`config.mk`:
```
export PLATFORM = sky130hd
export DESIGN_NAME = tchs_cfg
export DESIGN_NICKNAME = d
export VERILOG_FILES = /design/src/tchs_pkg.sv /design/src/tchs_cfg.sv
export SDC_FILE = /design/constraint.sdc
export NUM_CORES = 1
export LEC_CHECK = 0
export BUFFER_PORTS_ARGS = -buffer_cell sky130_fd_sc_hd__buf_4
export CAP_MARGIN = 25
export CORE_MARGIN = 5
export CORE_UTILIZATION = 33
export DETAILED_ROUTE_END_ITERATION = 6
export PLACE_DENSITY = 0.78
export SLEW_MARGIN = 20
export SYNTH_ARGS = -nofsm -noshare
export SYNTH_HDL_FRONTEND = slang
export SYNTH_SLANG_ARGS = --single-unit
```
`constraint.sdc`:
```
create_clock -name clk -period 0.9 [get_ports clk]
set_input_delay 0.135 -clock clk [delete_from_list [all_inputs] [get_ports clk]]
set_output_delay 0.135 -clock clk [all_outputs]
set_load 0.005 [all_outputs]
```
`src/tchs_pkg.sv`:
```
`timescale 1ns / 1ps
`default_nettype none

package tchs_pkg;

    // Fixed geometry of the cipher state and the counter planes
    localparam int BLOCK_BITS = 16;
    localparam int FIX_BITS   = 4;
    localparam int OUT_BITS   = 4;
    localparam int NBINS      = BLOCK_BITS - FIX_BITS + 1;
    localparam int NFIX       = 1 << FIX_BITS;
    localparam int NOUT       = 1 << OUT_BITS;

    localparam int DEF_ROUNDS      = 31;
    localparam int DEF_COUNT_WIDTH = 16;

    // Field widths
    localparam int CMD_W   = 2;
    localparam int RND_W   = 5;
    localparam int SI_W    = 12;
    localparam int K_W     = 4;
    localparam int T_W     = 24;
    localparam int POS_W   = $clog2(BLOCK_BITS);
    localparam int BIN_W   = $clog2(NBINS);
    localparam int LEN_W   = $clog2(SI_W + 1);

    // Commands
    localparam logic [CMD_W-1:0] CMD_OBSERVE = 2'd0;
    localparam logic [CMD_W-1:0] CMD_READ    = 2'd1;
    localparam logic [CMD_W-1:0] CMD_CLEAR   = 2'd2;

    // Configuration registers
    localparam int NREG   = 4;
    localparam int APB_AW = 4;
    localparam int APB_DW = 32;
    localparam logic [1:0] REG_OUT_POS_0 = 2'd0;
    localparam logic [1:0] REG_OUT_POS_1 = 2'd1;
    localparam logic [1:0] REG_OUT_POS_2 = 2'd2;
    localparam logic [1:0] REG_OUT_POS_3 = 2'd3;

    // Statistic arithmetic: any deviation at or above 2^SQ_IN_W saturates the result
    localparam int SQ_IN_W  = 17;
    localparam int SQ_W     = 2 * SQ_IN_W;
    localparam int ACC_W    = SQ_W + OUT_BITS;
    localparam int RD_SHIFT = 4;
    localparam int SH_W     = ACC_W + RD_SHIFT;
    localparam logic [T_W-1:0] T_MAX = '1;

    localparam int STEP_W   = $clog2(NOUT + 2);
    localparam int SUM_LAST = NOUT + 1;

    typedef logic [NREG-1:0][POS_W-1:0] pos_vec_t;

    typedef struct packed {
        logic                load;
        logic                mem_rd;
        logic                mem_wr;
        logic                clr_start;
        logic                clr_step;
        logic                bin_step;
        logic                acc_clr;
        logic                d_en;
        logic                sq_en;
        logic                acc_en;
        logic                res_load;
        logic                res_zero;
        logic [OUT_BITS-1:0] lane;
    } ctrl_cmd_t;

    typedef struct packed {
        logic obs_ok;
        logic rd_ok;
        logic bin_last;
        logic clr_last;
    } ctrl_sts_t;

endpackage

`default_nettype wire

```
`src/tchs_cfg.sv`:
```
`timescale 1ns / 1ps
`default_nettype none

module tchs_cfg (
    input  logic                          clk,
    input  logic                          rst_n,
    input  logic                          psel,
    input  logic                          penable,
    input  logic                          pwrite,
    input  logic [tchs_pkg::APB_AW-1:0]   paddr,
    input  logic [tchs_pkg::APB_DW-1:0]   pwdata,
    output logic [tchs_pkg::APB_DW-1:0]   prdata,
    output logic                          pready,
    output tchs_pkg::pos_vec_t            out_pos
);
    import tchs_pkg::*;

    pos_vec_t   pos_reg;
    pos_vec_t   pos_next;
    logic [1:0] idx;
    logic       wr_en;

    assign idx    = paddr[APB_AW-1:2];
    assign wr_en  = psel && penable && pwrite;
    assign pready = 1'b1;

    always_comb
    begin
        pos_next = pos_reg;
        if (wr_en)
        begin
            unique case (idx)
                REG_OUT_POS_0: pos_next[0] = pwdata[POS_W-1:0];
                REG_OUT_POS_1: pos_next[1] = pwdata[POS_W-1:0];
                REG_OUT_POS_2: pos_next[2] = pwdata[POS_W-1:0];
                REG_OUT_POS_3: pos_next[3] = pwdata[POS_W-1:0];
            endcase
        end
    end

    always_comb
    begin
        unique case (idx)
            REG_OUT_POS_0: prdata = APB_DW'(pos_reg[0]);
            REG_OUT_POS_1: prdata = APB_DW'(pos_reg[1]);
            REG_OUT_POS_2: prdata = APB_DW'(pos_reg[2]);
            REG_OUT_POS_3: prdata = APB_DW'(pos_reg[3]);
        endcase
    end

    always_ff @(posedge clk or negedge rst_n)
    begin
        if (!rst_n)
        begin
            pos_reg[0] <= POS_W'(0);
            pos_reg[1] <= POS_W'(1);
            pos_reg[2] <= POS_W'(2);
            pos_reg[3] <= POS_W'(3);
        end
        else
        begin
            pos_reg <= pos_next;
        end
    end

    assign out_pos = pos_reg;

endmodule

`default_nettype wire

```
==> results.json <==
{
  "status": "finished with violations",
  "violations": "setup timing",
  "crit_family": "multiplexers",
  "first_pass_iters": 3,
  "wl_per_cell_um": 14.28,
  "hpwl_mm": 1.806,
  "placed_cell_area_mm2": 0.001321,
  "period_needed_ns": 1.431,
  "drt-initial-drc-count": 5,
  "clock_sinks": 16,
  "cts-root-buf": "clkbuf_4",
  "worst_r2r_path_depth": 4,
  "p_leak_nw": 0.8111,
  "antenna_found_initial": 0,
  "ir_drop_mv": 0.9504,
  "clock_latency_ns": 0.29,
  "syn_avg_cell_area_um2": 13.36,
  "fin_crit_sh": 1.590,
  "design.portCount": 90,
  "largest_reg_flops": 16,
  "seq_area_um2": 405.4,
  "syn_to_final_growth_pct": 57.55,
  "cp_data_required_time_ns": 0.76,
  "drive_gt1_frac": 0.6861,
  "vias": 719,
  "numCtsBuffers": 3,
  "drc": 0,
  "report.final.slew_viol_count": 0,
  "cts_tree": "yes",
  "synth.distinct_cells": 13,
  "holdPathStages": 2,
  "max_stage_delay_ns": 0.48,
  "finalClockSkew_ns": 0,
  "rrSetupSlack_ns": -0.11,
  "cp_max_fo": 2,
  "gp_congestion": 0.6906,
  "cp.depth": 2,
  "start_util": 0.3366,
  "fin_util": 0.5303,
  "multi_input_area_um2": 506.7,
  "fin_ws_ns": -0.5310,
  "die_y_um": 65.11,
  "final_cell_mix": "buf_6 (35), conb_1 (29), buf_4 (26), dfrtp_1 (12), mux2_4 (9)",
  "clk_pin_slew_ns": 0.09,
  "cts.htree.levels": 1,
  "startpoint_type": "register",
  "ant_nets": 0,
  "path_cells": "mux4_2, buf_6",
  "coreArea_mm2": 0.002978,
  "fmax_mhz": 698.8,
  "syn_inst": 75,
  "finalPower_mw": 2.974,
  "yosysSeqAreaShare": 0.4045,
  "end_kind": "primary output",
  "stdcell_area_mm2": 0.001579,
  "rsz0062_at_grt": "yes",
  "grt_start_max_net_pins": 17,
  "grt_pass1_wl_mm": 3.539,
  "holdCritPathClass": "in -> reg",
  "grt_pass1_vias": 703,
  "syn_area_mm2": 0.001002,
  "io_buffer_count": 30,
  "dieWidth_um": 65.11,
  "via_per_inst": 4.229,
  "setup_viol": 29,
  "synth_warnings": 0,
  "cts.path.max_buffers": 2,
  "nets": 179,
  "worstPathArrival_ns": 1.30,
  "path_class": "reg -> out",
  "die_area_mm2": 0.004239,
  "overflow": 0,
  "antenna_cells": 0,
  "gr-usage-all-layers": 0.1126,
  "fill_cells": 254,
  "path_buf_inv": 1,
  "critPathSlowestCell": "mux4_2",
  "cap_violations": 0,
  "layout_commonest_cell": "buf_6",
  "hold_violations": 0,
  "ys_ff_latch": 16,
  "std_cell_rows": 20,
  "p_per_area_mw_per_mm2": 1883,
  "wl_mm": 2.428
}
-- per-layer routing --
metal | vias up | global-route usage | share of wire | wire length, µm
met5 | - | 0 | 0 | 0
met4 | 0 | 0.03886 | 0.011 | 26
met3 | 5 | 0.04957 | 0.088 | 214
met2 | 37 | 0.1865 | 0.52 | 1265
met1 | 349 | 0.1296 | 0.38 | 922
li1 | 328 | - | - | -
-- stage by stage --
| stage | hold WS (ns) | cells | setup slack (ns) | TNS (ns) |
|---|---|---|---|---|
| 2_1_floorplan | -0.1606 | 102 | -0.08211 | -0.8704 |
| 3_3_place_gp | 0.001071 | 155 | -0.2297 | -3.556 |
| 3_5_place_dp | 0.004731 | 155 | -0.2541 | -3.876 |
| 4_1_cts | 0.09391 | 162 | -0.5374 | -5.361 |
| 5_1_grt | 0.09523 | 170 | -0.5763 | -7.236 |
| 6_report | 0.1062 | 170 | -0.5310 | -6.073 |
-- worst paths after layout --
path                               endpoint        start
min in group asynchronous        out_pos[2]        rst_n
worst max-delay path              prdata[0]   out_pos[8]
worst max register to register  out_pos[13]  out_pos[13]
worst min register to register  out_pos[11]  out_pos[11]
max in group asynchronous        out_pos[4]        rst_n
worst min-delay path             out_pos[0]    pwdata[0]
-- timing repair --
item | in CTS | in global routing
hold endpoints to repair | 16 | 0
buffers inserted | 5 | 12
hold buffers | 1 | 0
gates resized for setup | 27 | 15
setup endpoints to repair | 20 | 32
-- cells in the mapped netlist --
master | number | area share
buf_4 | 30 | 0.22
mux2_2 | 15 | 0.17
dfrtp_1 | 12 | 0.30
dfstp_2 | 4 | 0.10
mux4_2 | 4 | 0.090
conb_1 | 2 | 0.0075
nand3_2 | 2 | 0.020
and3_2 | 1 | 0.0075
buf_6 | 1 | 0.011
mux2_1 | 1 | 0.011
nand3b_4 | 1 | 0.020
nor3_4 | 1 | 0.016
nor3b_4 | 1 | 0.019
-- worst register-to-register path, delay by kind of cell, from the launching register on --
family	cells	cell delay (ns)
buf+inv	3	0.32
flops	1	0.39
mux	1	0.25
-- power breakdown --
part	switching, mW	internal, mW
Clock	0.224	0.172
Sequential	0.105	0.917
Combinational	0.452	1.10
-- layout make-up --
class	instances	area share
tap	33	0.02615
timing repair buffer	62	0.3796
multi-input combinational	55	0.3209
sequential	16	0.2567
clock buffer	4	0.01664
-- logic make-up (layout without fill, tap and decap cells) --
group                  Yosys count  in the layout  synth area share
AND/OR/NAND/NOR                  6              6           0.08241
other                            2             29          0.007493
multiplexers                    20             20            0.2697
flip-flops                      16             16            0.4045
buffers and inverters           31             66            0.2360
Note: power is estimated with default switching activity, not from simulation.
