`config.mk`:
```
export PLATFORM = sky130hd
export DESIGN_NAME = tchs_ctrl
export DESIGN_NICKNAME = d
export VERILOG_FILES = /design/src/tchs_pkg.sv /design/src/tchs_ctrl.sv
export SDC_FILE = /design/constraint.sdc
export NUM_CORES = 1
export LEC_CHECK = 0
export BUFFER_PORTS_ARGS = -buffer_cell sky130_fd_sc_hd__buf_2
export CORE_MARGIN = 2
export CORE_UTILIZATION = 49
export CTS_BUF_LIST = sky130_fd_sc_hd__clkbuf_8
export DETAILED_ROUTE_END_ITERATION = 10
export PLACE_DENSITY_LB_ADDON = 0.12
export SYNTH_ARGS = -nofsm -noshare
export SYNTH_HDL_FRONTEND = slang
export SYNTH_SLANG_ARGS = --single-unit
```
`constraint.sdc`:
```
create_clock -name clk -period 2 [get_ports clk]
set_input_delay 0.2 -clock clk [delete_from_list [all_inputs] [get_ports clk]]
set_output_delay 0.2 -clock clk [all_outputs]
set_load 0.005 [all_outputs]
```
`src/tchs_pkg.sv`:
```
`timescale 1ns / 1ps
`default_nettype none

package tchs_pkg;

    // Fixed geometry of the cipher state and the counter planes
    localparam int BLOCK_BITS = 16;
    localparam int FIX_BITS   = 4;
    localparam int OUT_BITS   = 4;
    localparam int NBINS      = BLOCK_BITS - FIX_BITS + 1;
    localparam int NFIX       = 1 << FIX_BITS;
    localparam int NOUT       = 1 << OUT_BITS;

    localparam int DEF_ROUNDS      = 31;
    localparam int DEF_COUNT_WIDTH = 16;

    // Field widths
    localparam int CMD_W   = 2;
    localparam int RND_W   = 5;
    localparam int SI_W    = 12;
    localparam int K_W     = 4;
    localparam int T_W     = 24;
    localparam int POS_W   = $clog2(BLOCK_BITS);
    localparam int BIN_W   = $clog2(NBINS);
    localparam int LEN_W   = $clog2(SI_W + 1);

    // Commands
    localparam logic [CMD_W-1:0] CMD_OBSERVE = 2'd0;
    localparam logic [CMD_W-1:0] CMD_READ    = 2'd1;
    localparam logic [CMD_W-1:0] CMD_CLEAR   = 2'd2;

    // Configuration registers
    localparam int NREG   = 4;
    localparam int APB_AW = 4;
    localparam int APB_DW = 32;
    localparam logic [1:0] REG_OUT_POS_0 = 2'd0;
    localparam logic [1:0] REG_OUT_POS_1 = 2'd1;
    localparam logic [1:0] REG_OUT_POS_2 = 2'd2;
    localparam logic [1:0] REG_OUT_POS_3 = 2'd3;

    // Statistic arithmetic: any deviation at or above 2^SQ_IN_W saturates the result
    localparam int SQ_IN_W  = 17;
    localparam int SQ_W     = 2 * SQ_IN_W;
    localparam int ACC_W    = SQ_W + OUT_BITS;
    localparam int RD_SHIFT = 4;
    localparam int SH_W     = ACC_W + RD_SHIFT;
    localparam logic [T_W-1:0] T_MAX = '1;

    localparam int STEP_W   = $clog2(NOUT + 2);
    localparam int SUM_LAST = NOUT + 1;

    typedef logic [NREG-1:0][POS_W-1:0] pos_vec_t;

    typedef struct packed {
        logic                load;
        logic                mem_rd;
        logic                mem_wr;
        logic                clr_start;
        logic                clr_step;
        logic                bin_step;
        logic                acc_clr;
        logic                d_en;
        logic                sq_en;
        logic                acc_en;
        logic                res_load;
        logic                res_zero;
        logic [OUT_BITS-1:0] lane;
    } ctrl_cmd_t;

    typedef struct packed {
        logic obs_ok;
        logic rd_ok;
        logic bin_last;
        logic clr_last;
    } ctrl_sts_t;

endpackage

`default_nettype wire

```
`src/tchs_ctrl.sv`:
```
`timescale 1ns / 1ps
`default_nettype none

module tchs_ctrl (
    input  logic                         clk,
    input  logic                         rst_n,
    input  logic                         start,
    input  logic [tchs_pkg::CMD_W-1:0]   cmd,
    input  tchs_pkg::ctrl_sts_t          sts,
    output tchs_pkg::ctrl_cmd_t          ctl,
    output logic                         busy,
    output logic                         done
);
    import tchs_pkg::*;

    localparam logic [2:0] S_CLEAR  = 3'd0;
    localparam logic [2:0] S_IDLE   = 3'd1;
    localparam logic [2:0] S_OBS_RD = 3'd2;
    localparam logic [2:0] S_OBS_WR = 3'd3;
    localparam logic [2:0] S_RD_RD  = 3'd4;
    localparam logic [2:0] S_SUM    = 3'd5;
    localparam logic [2:0] S_FIN    = 3'd6;

    logic [2:0]        state_reg;
    logic [2:0]        state_next;
    logic [STEP_W-1:0] step_reg;
    logic [STEP_W-1:0] step_next;
    logic              done_reg;
    logic              done_next;

    always_comb
    begin
        state_next = state_reg;
        step_next  = step_reg;
        done_next  = 1'b0;
        ctl        = '0;
        ctl.lane   = step_reg[OUT_BITS-1:0];
        unique case (state_reg)
            S_CLEAR:
            begin
                ctl.mem_wr   = 1'b1;
                ctl.clr_step = 1'b1;
                if (sts.clr_last)
                begin
                    state_next = S_IDLE;
                end
            end
            S_IDLE:
            begin
                if (start)
                begin
                    ctl.load = 1'b1;
                    unique case (cmd)
                        CMD_OBSERVE:
                        begin
                            if (sts.obs_ok)
                            begin
                                state_next = S_OBS_RD;
                            end
                        end
                        CMD_READ:
                        begin
                            if (sts.rd_ok)
                            begin
                                state_next = S_RD_RD;
                            end
                            else
                            begin
                                ctl.res_load = 1'b1;
                                ctl.res_zero = 1'b1;
                                done_next    = 1'b1;
                            end
                        end
                        CMD_CLEAR:
                        begin
                            ctl.clr_start = 1'b1;
                            state_next    = S_CLEAR;
                        end
                        default:
                        begin
                        end
                    endcase
                end
            end
            S_OBS_RD:
            begin
                ctl.mem_rd = 1'b1;
                state_next = S_OBS_WR;
            end
            S_OBS_WR:
            begin
                ctl.mem_wr   = 1'b1;
                ctl.bin_step = 1'b1;
                state_next   = sts.bin_last ? S_IDLE : S_OBS_RD;
            end
            S_RD_RD:
            begin
                ctl.mem_rd  = 1'b1;
                ctl.acc_clr = 1'b1;
                step_next   = '0;
                state_next  = S_SUM;
            end
            S_SUM:
            begin
                // lane select, square and accumulate run as a pipeline over the lane steps
                ctl.d_en   = step_reg < STEP_W'(NOUT);
                ctl.sq_en  = (step_reg >= STEP_W'(1)) && (step_reg <= STEP_W'(NOUT));
                ctl.acc_en = step_reg >= STEP_W'(2);
                step_next  = step_reg + STEP_W'(1);
                if (step_reg == STEP_W'(SUM_LAST))
                begin
                    state_next = S_FIN;
                end
            end
            S_FIN:
            begin
                ctl.res_load = 1'b1;
                done_next    = 1'b1;
                state_next   = S_IDLE;
            end
            default:
            begin
                state_next = S_IDLE;
            end
        endcase
    end

    always_ff @(posedge clk or negedge rst_n)
    begin
        if (!rst_n)
        begin
            state_reg <= S_CLEAR;
            step_reg  <= '0;
            done_reg  <= 1'b0;
        end
        else
        begin
            state_reg <= state_next;
            step_reg  <= step_next;
            done_reg  <= done_next;
        end
    end

    assign busy = state_reg != S_IDLE;
    assign done = done_reg;

`ifndef SYNTH
    a_clear_holds: assert property (@(posedge clk) disable iff (!rst_n)
        (state_reg == S_CLEAR) && !sts.clr_last |=> state_reg == S_CLEAR)
        else $error("clearing pass left early");

    a_done_source: assert property (@(posedge clk) disable iff (!rst_n)
        done |-> $past(state_reg == S_FIN) || $past(state_reg == S_IDLE && start))
        else $error("result strobe without a read");

    a_step_bound: assert property (@(posedge clk) disable iff (!rst_n)
        state_reg == S_SUM |-> step_reg <= STEP_W'(SUM_LAST))
        else $error("sum step counter overran");
`endif

endmodule

`default_nettype wire

```
==> flow_summary.yaml, run 1 <==
run_status:
  outcome: "finished, final reports clean"
route:
  detail_route.wl_per_cell_um: 11.8
  drt-pass1-iter-count: 4
  first_iter_violations: 7
  routed_via_density: 5.29
  drt_wl_total_mm: 1.48
  vias: 661
  drc_errors: 0
  ant_nets: 0
synthesis:
  synth.net_count: 102
  yosysSeqAreaShare_pct: 31.7
  synth_cell_types: 29
  yosys_most_used_dff: "dfrtp_1"
  synthArstFlopShare_pct: 100
  yosys_warnings: 0
  syn-cell-area_um2: 709
  synth_edf_count: 0
  synth_cells: 87
  synth_seq_cells: 9
  syn_area_per_cell_um2: 8.15
power_and_ir_drop:
  p_leak_uw: 0.000478
  peakVddDrop_v: 0.000989
  power_density_mw_per_mm2: 1340
hold_path:
  hp-class: "in2reg"
grt:
  antenna_found_initial: 0
  grt_pass1_vias: 616
  grt_pass1_wl_mm: 2.64
  grt_usage_pct: 19.4
  grt_max_degree: 13
  overflow: 0
timing:
  tns_ps: 0
  worst_pin_slew_ps: 331
  period_share_pct: 92.3
  min_period_ps: 1850
  slew_headroom_pct: 77.9
  hold_violations: 0
  skew_ps: 2.69
  setup_viol: 0
  max_freq_ghz: 0.542
  grt_setup_unrepaired: "no"
  drv_slew: 0
place:
  portBuffers: 26
  dp_hpwl_mm: 1.15
  gp_congestion: 0.799
  placed_cell_area_um2: 805
worst_setup_path:
  cp-end-kind: "primary output"
  reg2reg_from: "state_reg[2]"
  critical_path_class: "reg2out"
  crit_start: "state_reg[2]"
  timing.rr.end: "state_reg[1]"
  worst_ep_required_time_ps: 1800
  r2r_slack_ps: 450
  start_kind: "register"
  cp_data_arrival_time_ps: 1650
  crit_end: "ctl[7]"
  critPathMaxFanout: 11
  r2r_cells: 4
cells_and_area:
  finalNetCount: 126
  stdcell_area_um2: 861
  largest_reg_flops: 5
  diodes: 0
  fillCellCount: 119
  multiInputGateArea_um2: 397
  area_growth_pct: 21.3
  seqCellArea_um2: 226
  drive_above_1_share_pct: 34.5
floorplanning:
  pin_count: 27
  die-height_um: 42.1
  rows: 13
  core_area_mm2: 0.00133
  dieArea_mm2: 0.00177
  die_width_um: 42.1
  initial_core_util_pct: 53.2
clock_network:
  cts_tree: "yes"
  clkTransAtPathRegs_ps: 50
  insertion_delay_ps: 240
  cts_buffer_depth: 2
  clock_sinks: 9
  root_buffer: "clkbuf_8"
  cts_buffers: 3
  h-tree-depth: 1
run:
  cap_violations: 0
==> kinds of logic (layout without fill, tap and decap cells) <==
logic type      after synthesis  after routing  share of synthesized area, %
buf+inv                      16             39                          12.3
simple gates                 41             41                          30.7
flops                         9              9                          31.7
compound gates               15             15                          14.6
fa+ha+maj                     6              6                          10.6
==> worst max-delay path: stages (launching register included) <==
cell and delay [ps]:
dfrtp_1 530, nand2b_1 110, or2_2 350, a211oi_1 260, buf_2 160
==> cells in the mapped netlist (2+ instances only) <==
cell type | number | area share [%]
nor2_1 | 8 | 4.2
inv_1 | 7 | 3.7
dfrtp_1 | 9 | 32
o21ai_0 | 4 | 2.8
nor3_1 | 5 | 3.5
buf_4 | 5 | 5.3
nand2_1 | 9 | 4.8
ha_1 | 6 | 11
o31ai_1 | 2 | 2.1
or2_2 | 2 | 1.8
a21oi_1 | 2 | 1.4
and2_1 | 2 | 1.8
nand3_1 | 3 | 2.1
nor2b_1 | 2 | 1.8
clkbuf_1 | 2 | 1.1
a21o_1 | 2 | 2.1
nand2b_1 | 5 | 4.4
==> through the flow <==
stage,instances,worst slack [ps],utilization (%),hold WS [ps],total power [uW]
after floorplan,87,435,-,-95.6,788
after global placement,120,325,60.3,60.2,936
after detailed placement,120,325,60.3,66.7,950
after CTS,125,66.8,64.4,266,1170
after global routing,125,45.4,64.5,283,1270
final,125,154,64.5,263,1160
==> power by group <==
| group | total, uW | internal (uW) | switching, uW |
|---|---|---|---|
| Sequential | 378 | 248 | 130 |
| Combinational | 568 | 286 | 283 |
| Clock | 210 | 134 | 75.9 |
| Total | 1160 | 668 | 489 |
==> routing by layer <==
layer	vias to the layer above	track usage [%]	share of wire [%]
met3	2	7.76	7.6
met2	23	31.9	46
met1	303	24.1	46
met5	-	0	0
li1	333	-	-
met4	0	3.75	0.41
==> final cells by class <==
type,count,share of cell area (%)
multi-input cells,62,46.1
well taps,15,2.18
clock buffers,3,4.80
repair buffers,28,17.2
inverters,7,3.05
flip-flops and latches,9,26.3
clock inverters,1,0.436
==> placed cells by master (no fill, tap or decap), types with 3 or more instances in the layout <==
cell | Yosys | final
nand2b_1 | 5 | 5
inv_1 | 7 | 8
nand3_1 | 3 | 3
nor2_1 | 8 | 8
o21ai_0 | 4 | 4
ha_1 | 6 | 6
buf_2 | 1 | 26
dfrtp_1 | 9 | 8
nand2_1 | 9 | 9
nor3_1 | 5 | 5
clkbuf_8 | 0 | 3
==> timing repair <==
action	CTS	global route
hold buffers	1	0
setup endpoints to repair	0	1
gates resized for setup	0	1
hold endpoints to repair	9	0
buffers inserted	0	0
==> how the worst min path moves through the flow <==
stage,from,end,slack [ps],depth (start not counted)
floorplan,rst_n,done,-100,0
global placement,rst_n,done,60,1
detailed placement,rst_n,done,70,1
CTS,sts[1],state_reg[1],270,3
global route,sts[1],state_reg[1],280,3
finish,sts[0],state_reg[0],260,3
Power figures use the tool's default switching activity.
==> inputs of run 2 (changes only) <==
--- a/config.mk
+++ b/config.mk
@@ -11,6 +11,7 @@
 export CTS_BUF_LIST = sky130_fd_sc_hd__clkbuf_8
 export DETAILED_ROUTE_END_ITERATION = 10
 export PLACE_DENSITY_LB_ADDON = 0.12
+export REMOVE_ABC_BUFFERS = 1
 export SYNTH_ARGS = -nofsm -noshare
 export SYNTH_HDL_FRONTEND = slang
 export SYNTH_SLANG_ARGS = --single-unit
==> flow_summary.yaml, run 2 (synthesis results as in run 1) <==
run_status:
  outcome: "finished, final reports clean"
worst_setup_path:
  worst_ep_required_time_ps: 1800
  timing.rr.end: "state_reg[1]"
  critPathMaxFanout: 8
  r2r_cells: 4
  cp-end-kind: "primary output"
  cp_data_arrival_time_ps: 1580
  start_kind: "register"
  r2r_slack_ps: 430
  max_stage_delay_ps: 460
  critical_path_class: "reg2out"
  crit_chain: "nand2b_1 > or2_2 > a211oi_1 > buf_2"
  slowest_stage: "dfrtp_1"
  reg2reg_from: "state_reg[2]"
power_and_ir_drop:
  combPwrFrac_pct: 49.4
  clkPwrFrac_pct: 17.4
  p_leak_uw: 0.000478
  seq_power_share_pct: 33.1
  p_switching_uw: 481
  p_sw_share_pct: 41.9
  intPower_uw: 667
  power_density_mw_per_mm2: 1330
  peakVddDrop_v: 0.000740
run:
  cap_violations: 0
hold_path:
  hold_depth: 3
  min-delay-start: "sts[0]"
  hp-class: "in2reg"
  whs_endpoint: "state_reg[0]"
clock_network:
  cts_tree: "yes"
  clkTransAtPathRegs_ps: 40
  cts_buffer_depth: 2
  insertion_delay_ps: 230
  postCtsSetupBuffers: 0
  clock_sinks: 9
  root_buffer: "clkbuf_8"
  cts_buffers: 3
  h-tree-depth: 1
timing:
  skew_ps: 1.30
  min_period_ps: 1780
  hold_violations: 0
  worst_pin_slew_ps: 327
  tns_ps: 0
  drv_slew: 0
  grt_setup_unrepaired: "no"
  max_freq_ghz: 0.561
  period_share_pct: 89.1
  slew_headroom_pct: 78.2
  setup_viol: 0
cells_and_area:
  final_common_cell: "buf_2"
  diodes: 0
  drive_above_1_share_pct: 34.5
  largest_reg_flops: 5
  finalNetCount: 126
  instances_no_fill: 125
  fillCellCount: 123
  final_cell_mix: "buf_2 (26), nand2_1 (9), inv_1 (8), nor2_1 (8), dfrtp_1 (8)"
  area_growth_pct: 21.3
place:
  placed_cells: 120
  portBuffers: 26
  gp_congestion: 0.782
  dp_hpwl_mm: 1.14
grt:
  antenna_found_initial: 0
  grt_pass1_wl_mm: 2.46
  grt_pass1_vias: 603
  overflow: 0
  grt_max_degree: 13
  grt_usage_pct: 18.3
floorplanning:
  die_width_um: 42.1
  die-height_um: 42.1
  rows: 13
  core_area_mm2: 0.00133
  dieArea_mm2: 0.00177
  pin_count: 27
  initial_core_util_pct: 53.2
route:
  drt-pass1-iter-count: 4
  ant_nets: 0
  first_iter_violations: 10
  vias: 645
  routed_via_density: 5.16
  drt_wl_total_mm: 1.43
  drc_errors: 0
  detail_route.wl_per_cell_um: 11.4
## run 2: cell counts in the layout (fill, tap and decap cells not counted)
No cell type changed its count.
## run 2: metal layers
layer	global-route usage, %	vias to the layer above	wire length [um]
met4	7.50	0	12
met3	6.47	2	77
met2	29.4	17	679
met5	0	-	0
met1	22.3	295	658
li1	-	331	-
## run 2: worst max-delay path: cells and delay by family (launching register included)
kind / cells / cell delay [ps]
AOI/OAI and AO/OA: 1 / 220
DFF: 1 / 460
and+or+nand+nor: 2 / 540
buffers and inverters: 1 / 140
## run 2: worst max-delay path by stage
stage                            start  endpoint  slack [ps]  depth (start not counted)
final                     state_reg[1]    ctl[7]         220                          4
after global placement    state_reg[0]    ctl[7]         390                          4
after global routing      state_reg[2]    ctl[7]         110                          4
after floorplan           state_reg[1]    ctl[7]         540                          3
after detailed placement  state_reg[0]    ctl[7]         370                          4
after CTS                 state_reg[0]    ctl[7]         120                          4
## run 2: area by class of cell
| cell class | instances | area [um^2] | share of cell area, % |
|---|---|---|---|
| clock buffer | 3 | 41.3 | 4.80 |
| clock inverter | 1 | 3.75 | 0.436 |
| inverter | 7 | 26.3 | 3.05 |
| multi-input combinational | 62 | 397 | 46.1 |
| sequential | 9 | 226 | 26.3 |
| tap | 15 | 18.8 | 2.18 |
| timing repair buffer | 28 | 148 | 17.2 |
## run 2: power groups by stage
stage | logic, uW | clock network [uW] | registers [uW]
floorplan | 355 | 0 | 346
global placement | 556 | 0 | 374
detailed placement | 574 | 0 | 379
CTS | 579 | 207 | 375
global route | 648 | 220 | 396
finish | 568 | 200 | 381
## run 2: through the flow
| step | utilization (%) | area (um^2) | total power [uW] | hold slack (ps) | setup slack, ps |
|---|---|---|---|---|---|
| final | 64.5 | 861 | 1150 | 253 | 218 |
| after global routing | 64.5 | 861 | 1260 | 280 | 109 |
| after CTS | 64.4 | 860 | 1160 | 256 | 120 |
| after detailed placement | 60.3 | 805 | 952 | 57.8 | 368 |
| after global placement | 60.3 | 805 | 931 | 57.6 | 388 |
| after floorplan | - | 648 | 701 | -95.6 | 539 |
## run 2: what timing repair did
item                                    CTS  global route
hold buffers                              1             0
hold endpoints to repair                  9             0
endpoints found under the setup margin    0             1
gates resized for setup                   0             1
==> inputs of run 3 (changes only) <==
--- a/config.mk
+++ b/config.mk
@@ -6,10 +6,11 @@
 export NUM_CORES = 1
 export LEC_CHECK = 0
 export BUFFER_PORTS_ARGS = -buffer_cell sky130_fd_sc_hd__buf_2
-export CORE_MARGIN = 2
+export CORE_MARGIN = 3
 export CORE_UTILIZATION = 49
 export CTS_BUF_LIST = sky130_fd_sc_hd__clkbuf_8
 export DETAILED_ROUTE_END_ITERATION = 10
+export MAX_ROUTING_LAYER = met4
 export PLACE_DENSITY_LB_ADDON = 0.12
 export REMOVE_ABC_BUFFERS = 1
 export SYNTH_ARGS = -nofsm -noshare
==> flow_summary.yaml, run 3 (synthesis results as in run 1) <==
cells_and_area:
  finalNetCount: 126
  final_cell_mix: "buf_2 (26), nand2_1 (9), inv_1 (8), nor2_1 (8), dfrtp_1 (8)"
  largest_reg_flops: 5
  area_growth_pct: 21.3
  diodes: 0
  drive_above_1_share_pct: 34.5
  final_common_cell: "buf_2"
clock_network:
  cts_buffers: 3
  cts_tree: "yes"
  insertion_delay_ps: 230
  h-tree-depth: 1
  root_buffer: "clkbuf_8"
  clock_sinks: 9
  cts_buffer_depth: 2
  clkTransAtPathRegs_ps: 50
place:
  portBuffers: 26
  dp_hpwl_mm: 1.21
  gp_congestion: 0.715
floorplanning:
  dieArea_mm2: 0.00194
  die_width_um: 44.1
  rows: 13
  die-height_um: 44.1
  pin_count: 27
  initial_core_util_pct: 53.2
  core_area_mm2: 0.00133
power_and_ir_drop:
  peakVddDrop_v: 0.000721
  power_density_mw_per_mm2: 1350
  p_leak_uw: 0.000478
  total_power_uw: 1160
worst_setup_path:
  r2r_cells: 4
  critical_path_class: "reg2out"
  critPathMaxFanout: 11
  cp-end-kind: "primary output"
  cp_data_arrival_time_ps: 1610
  worst_ep_required_time_ps: 1800
  start_kind: "register"
timing:
  drv_slew: 0
  worst_pin_slew_ps: 346
  slew_headroom_pct: 76.9
  setup_viol: 0
  min_period_ps: 1810
  period_share_pct: 90.7
  grt_setup_unrepaired: "no"
  max_freq_ghz: 0.551
  skew_ps: 1.84
  hold_violations: 0
  tns_ps: 0
grt:
  grt_pass1_wl_mm: 2.66
  antenna_found_initial: 0
  grt_usage_pct: 19.0
  grt_max_degree: 13
  overflow: 0
  grt_pass1_vias: 598
route:
  drc_errors: 0
  ant_nets: 0
  detail_route.wl_per_cell_um: 12.5
  first_iter_violations: 6
  routed_via_density: 5.14
  drt-pass1-iter-count: 3
  vias: 643
  drt_wl_total_mm: 1.56
run:
  cap_violations: 0
run_status:
  outcome: "finished, final reports clean"
hold_path:
  hp-class: "in2reg"
  hold_depth: 3
## run 3: layer usage
layer | wire length (um) | vias up | global-route usage, %
li1 | - | 333 | -
met1 | 736 | 288 | 25.5
met2 | 719 | 18 | 27.3
met3 | 91 | 4 | 4.88
met4 | 17 | 0 | 7.23
met5 | 0 | - | -
## run 3: per-stage QoR
step	hold WS, ps	setup WS (ps)	utilization [%]	area (um^2)	cells
after floorplan	-95.6	539	-	648	78
after global placement	58.4	404	60.3	805	120
after detailed placement	62.9	370	60.3	805	120
after CTS	241	137	64.4	860	125
after global routing	267	65.9	64.5	861	125
final	237	185	64.5	861	125
## run 3: final cells by class
class,instances,area (um^2)
inverter,7,26.3
clock buffer,3,41.3
multi-input combinational,62,397
timing repair buffer,28,148
clock inverter,1,3.75
sequential,9,226
tap,15,18.8
fill,112,473
## run 3: power breakdown
| part | total (uW) | leakage (uW) | switching, uW | internal, uW |
|---|---|---|---|---|
| clock network | 212 | 0.0000269 | 77.9 | 134 |
| registers | 384 | 0.000115 | 137 | 248 |
| logic | 567 | 0.000337 | 282 | 286 |
## run 3: worst paths after layout
kind / from / to / slack (ps)
worst min register to register: step_reg[3] / step_reg[3] / 550
min in group asynchronous: rst_n / state_reg[2] / 350
worst min-delay path: sts[0] / state_reg[0] / 240
worst max register to register: state_reg[2] / state_reg[1] / 410
max in group asynchronous: rst_n / state_reg[0] / 1450
worst max-delay path: state_reg[2] / ctl[7] / 190
## run 3: worst max-delay path: stages (launching register included)
cell,delay [ps]
dfrtp_1,540
nand2b_1,110
or2_2,350
a211oi_1,230
buf_2,150
## run 3: what timing repair did
| action | 4_1_cts | 5_1_grt |
|---|---|---|
| endpoints found under the setup margin | 0 | 1 |
| setup buffers | 0 | 0 |
| gates resized for setup | 0 | 1 |
| hold endpoints to repair | 9 | 0 |
| hold buffers | 1 | 0 |
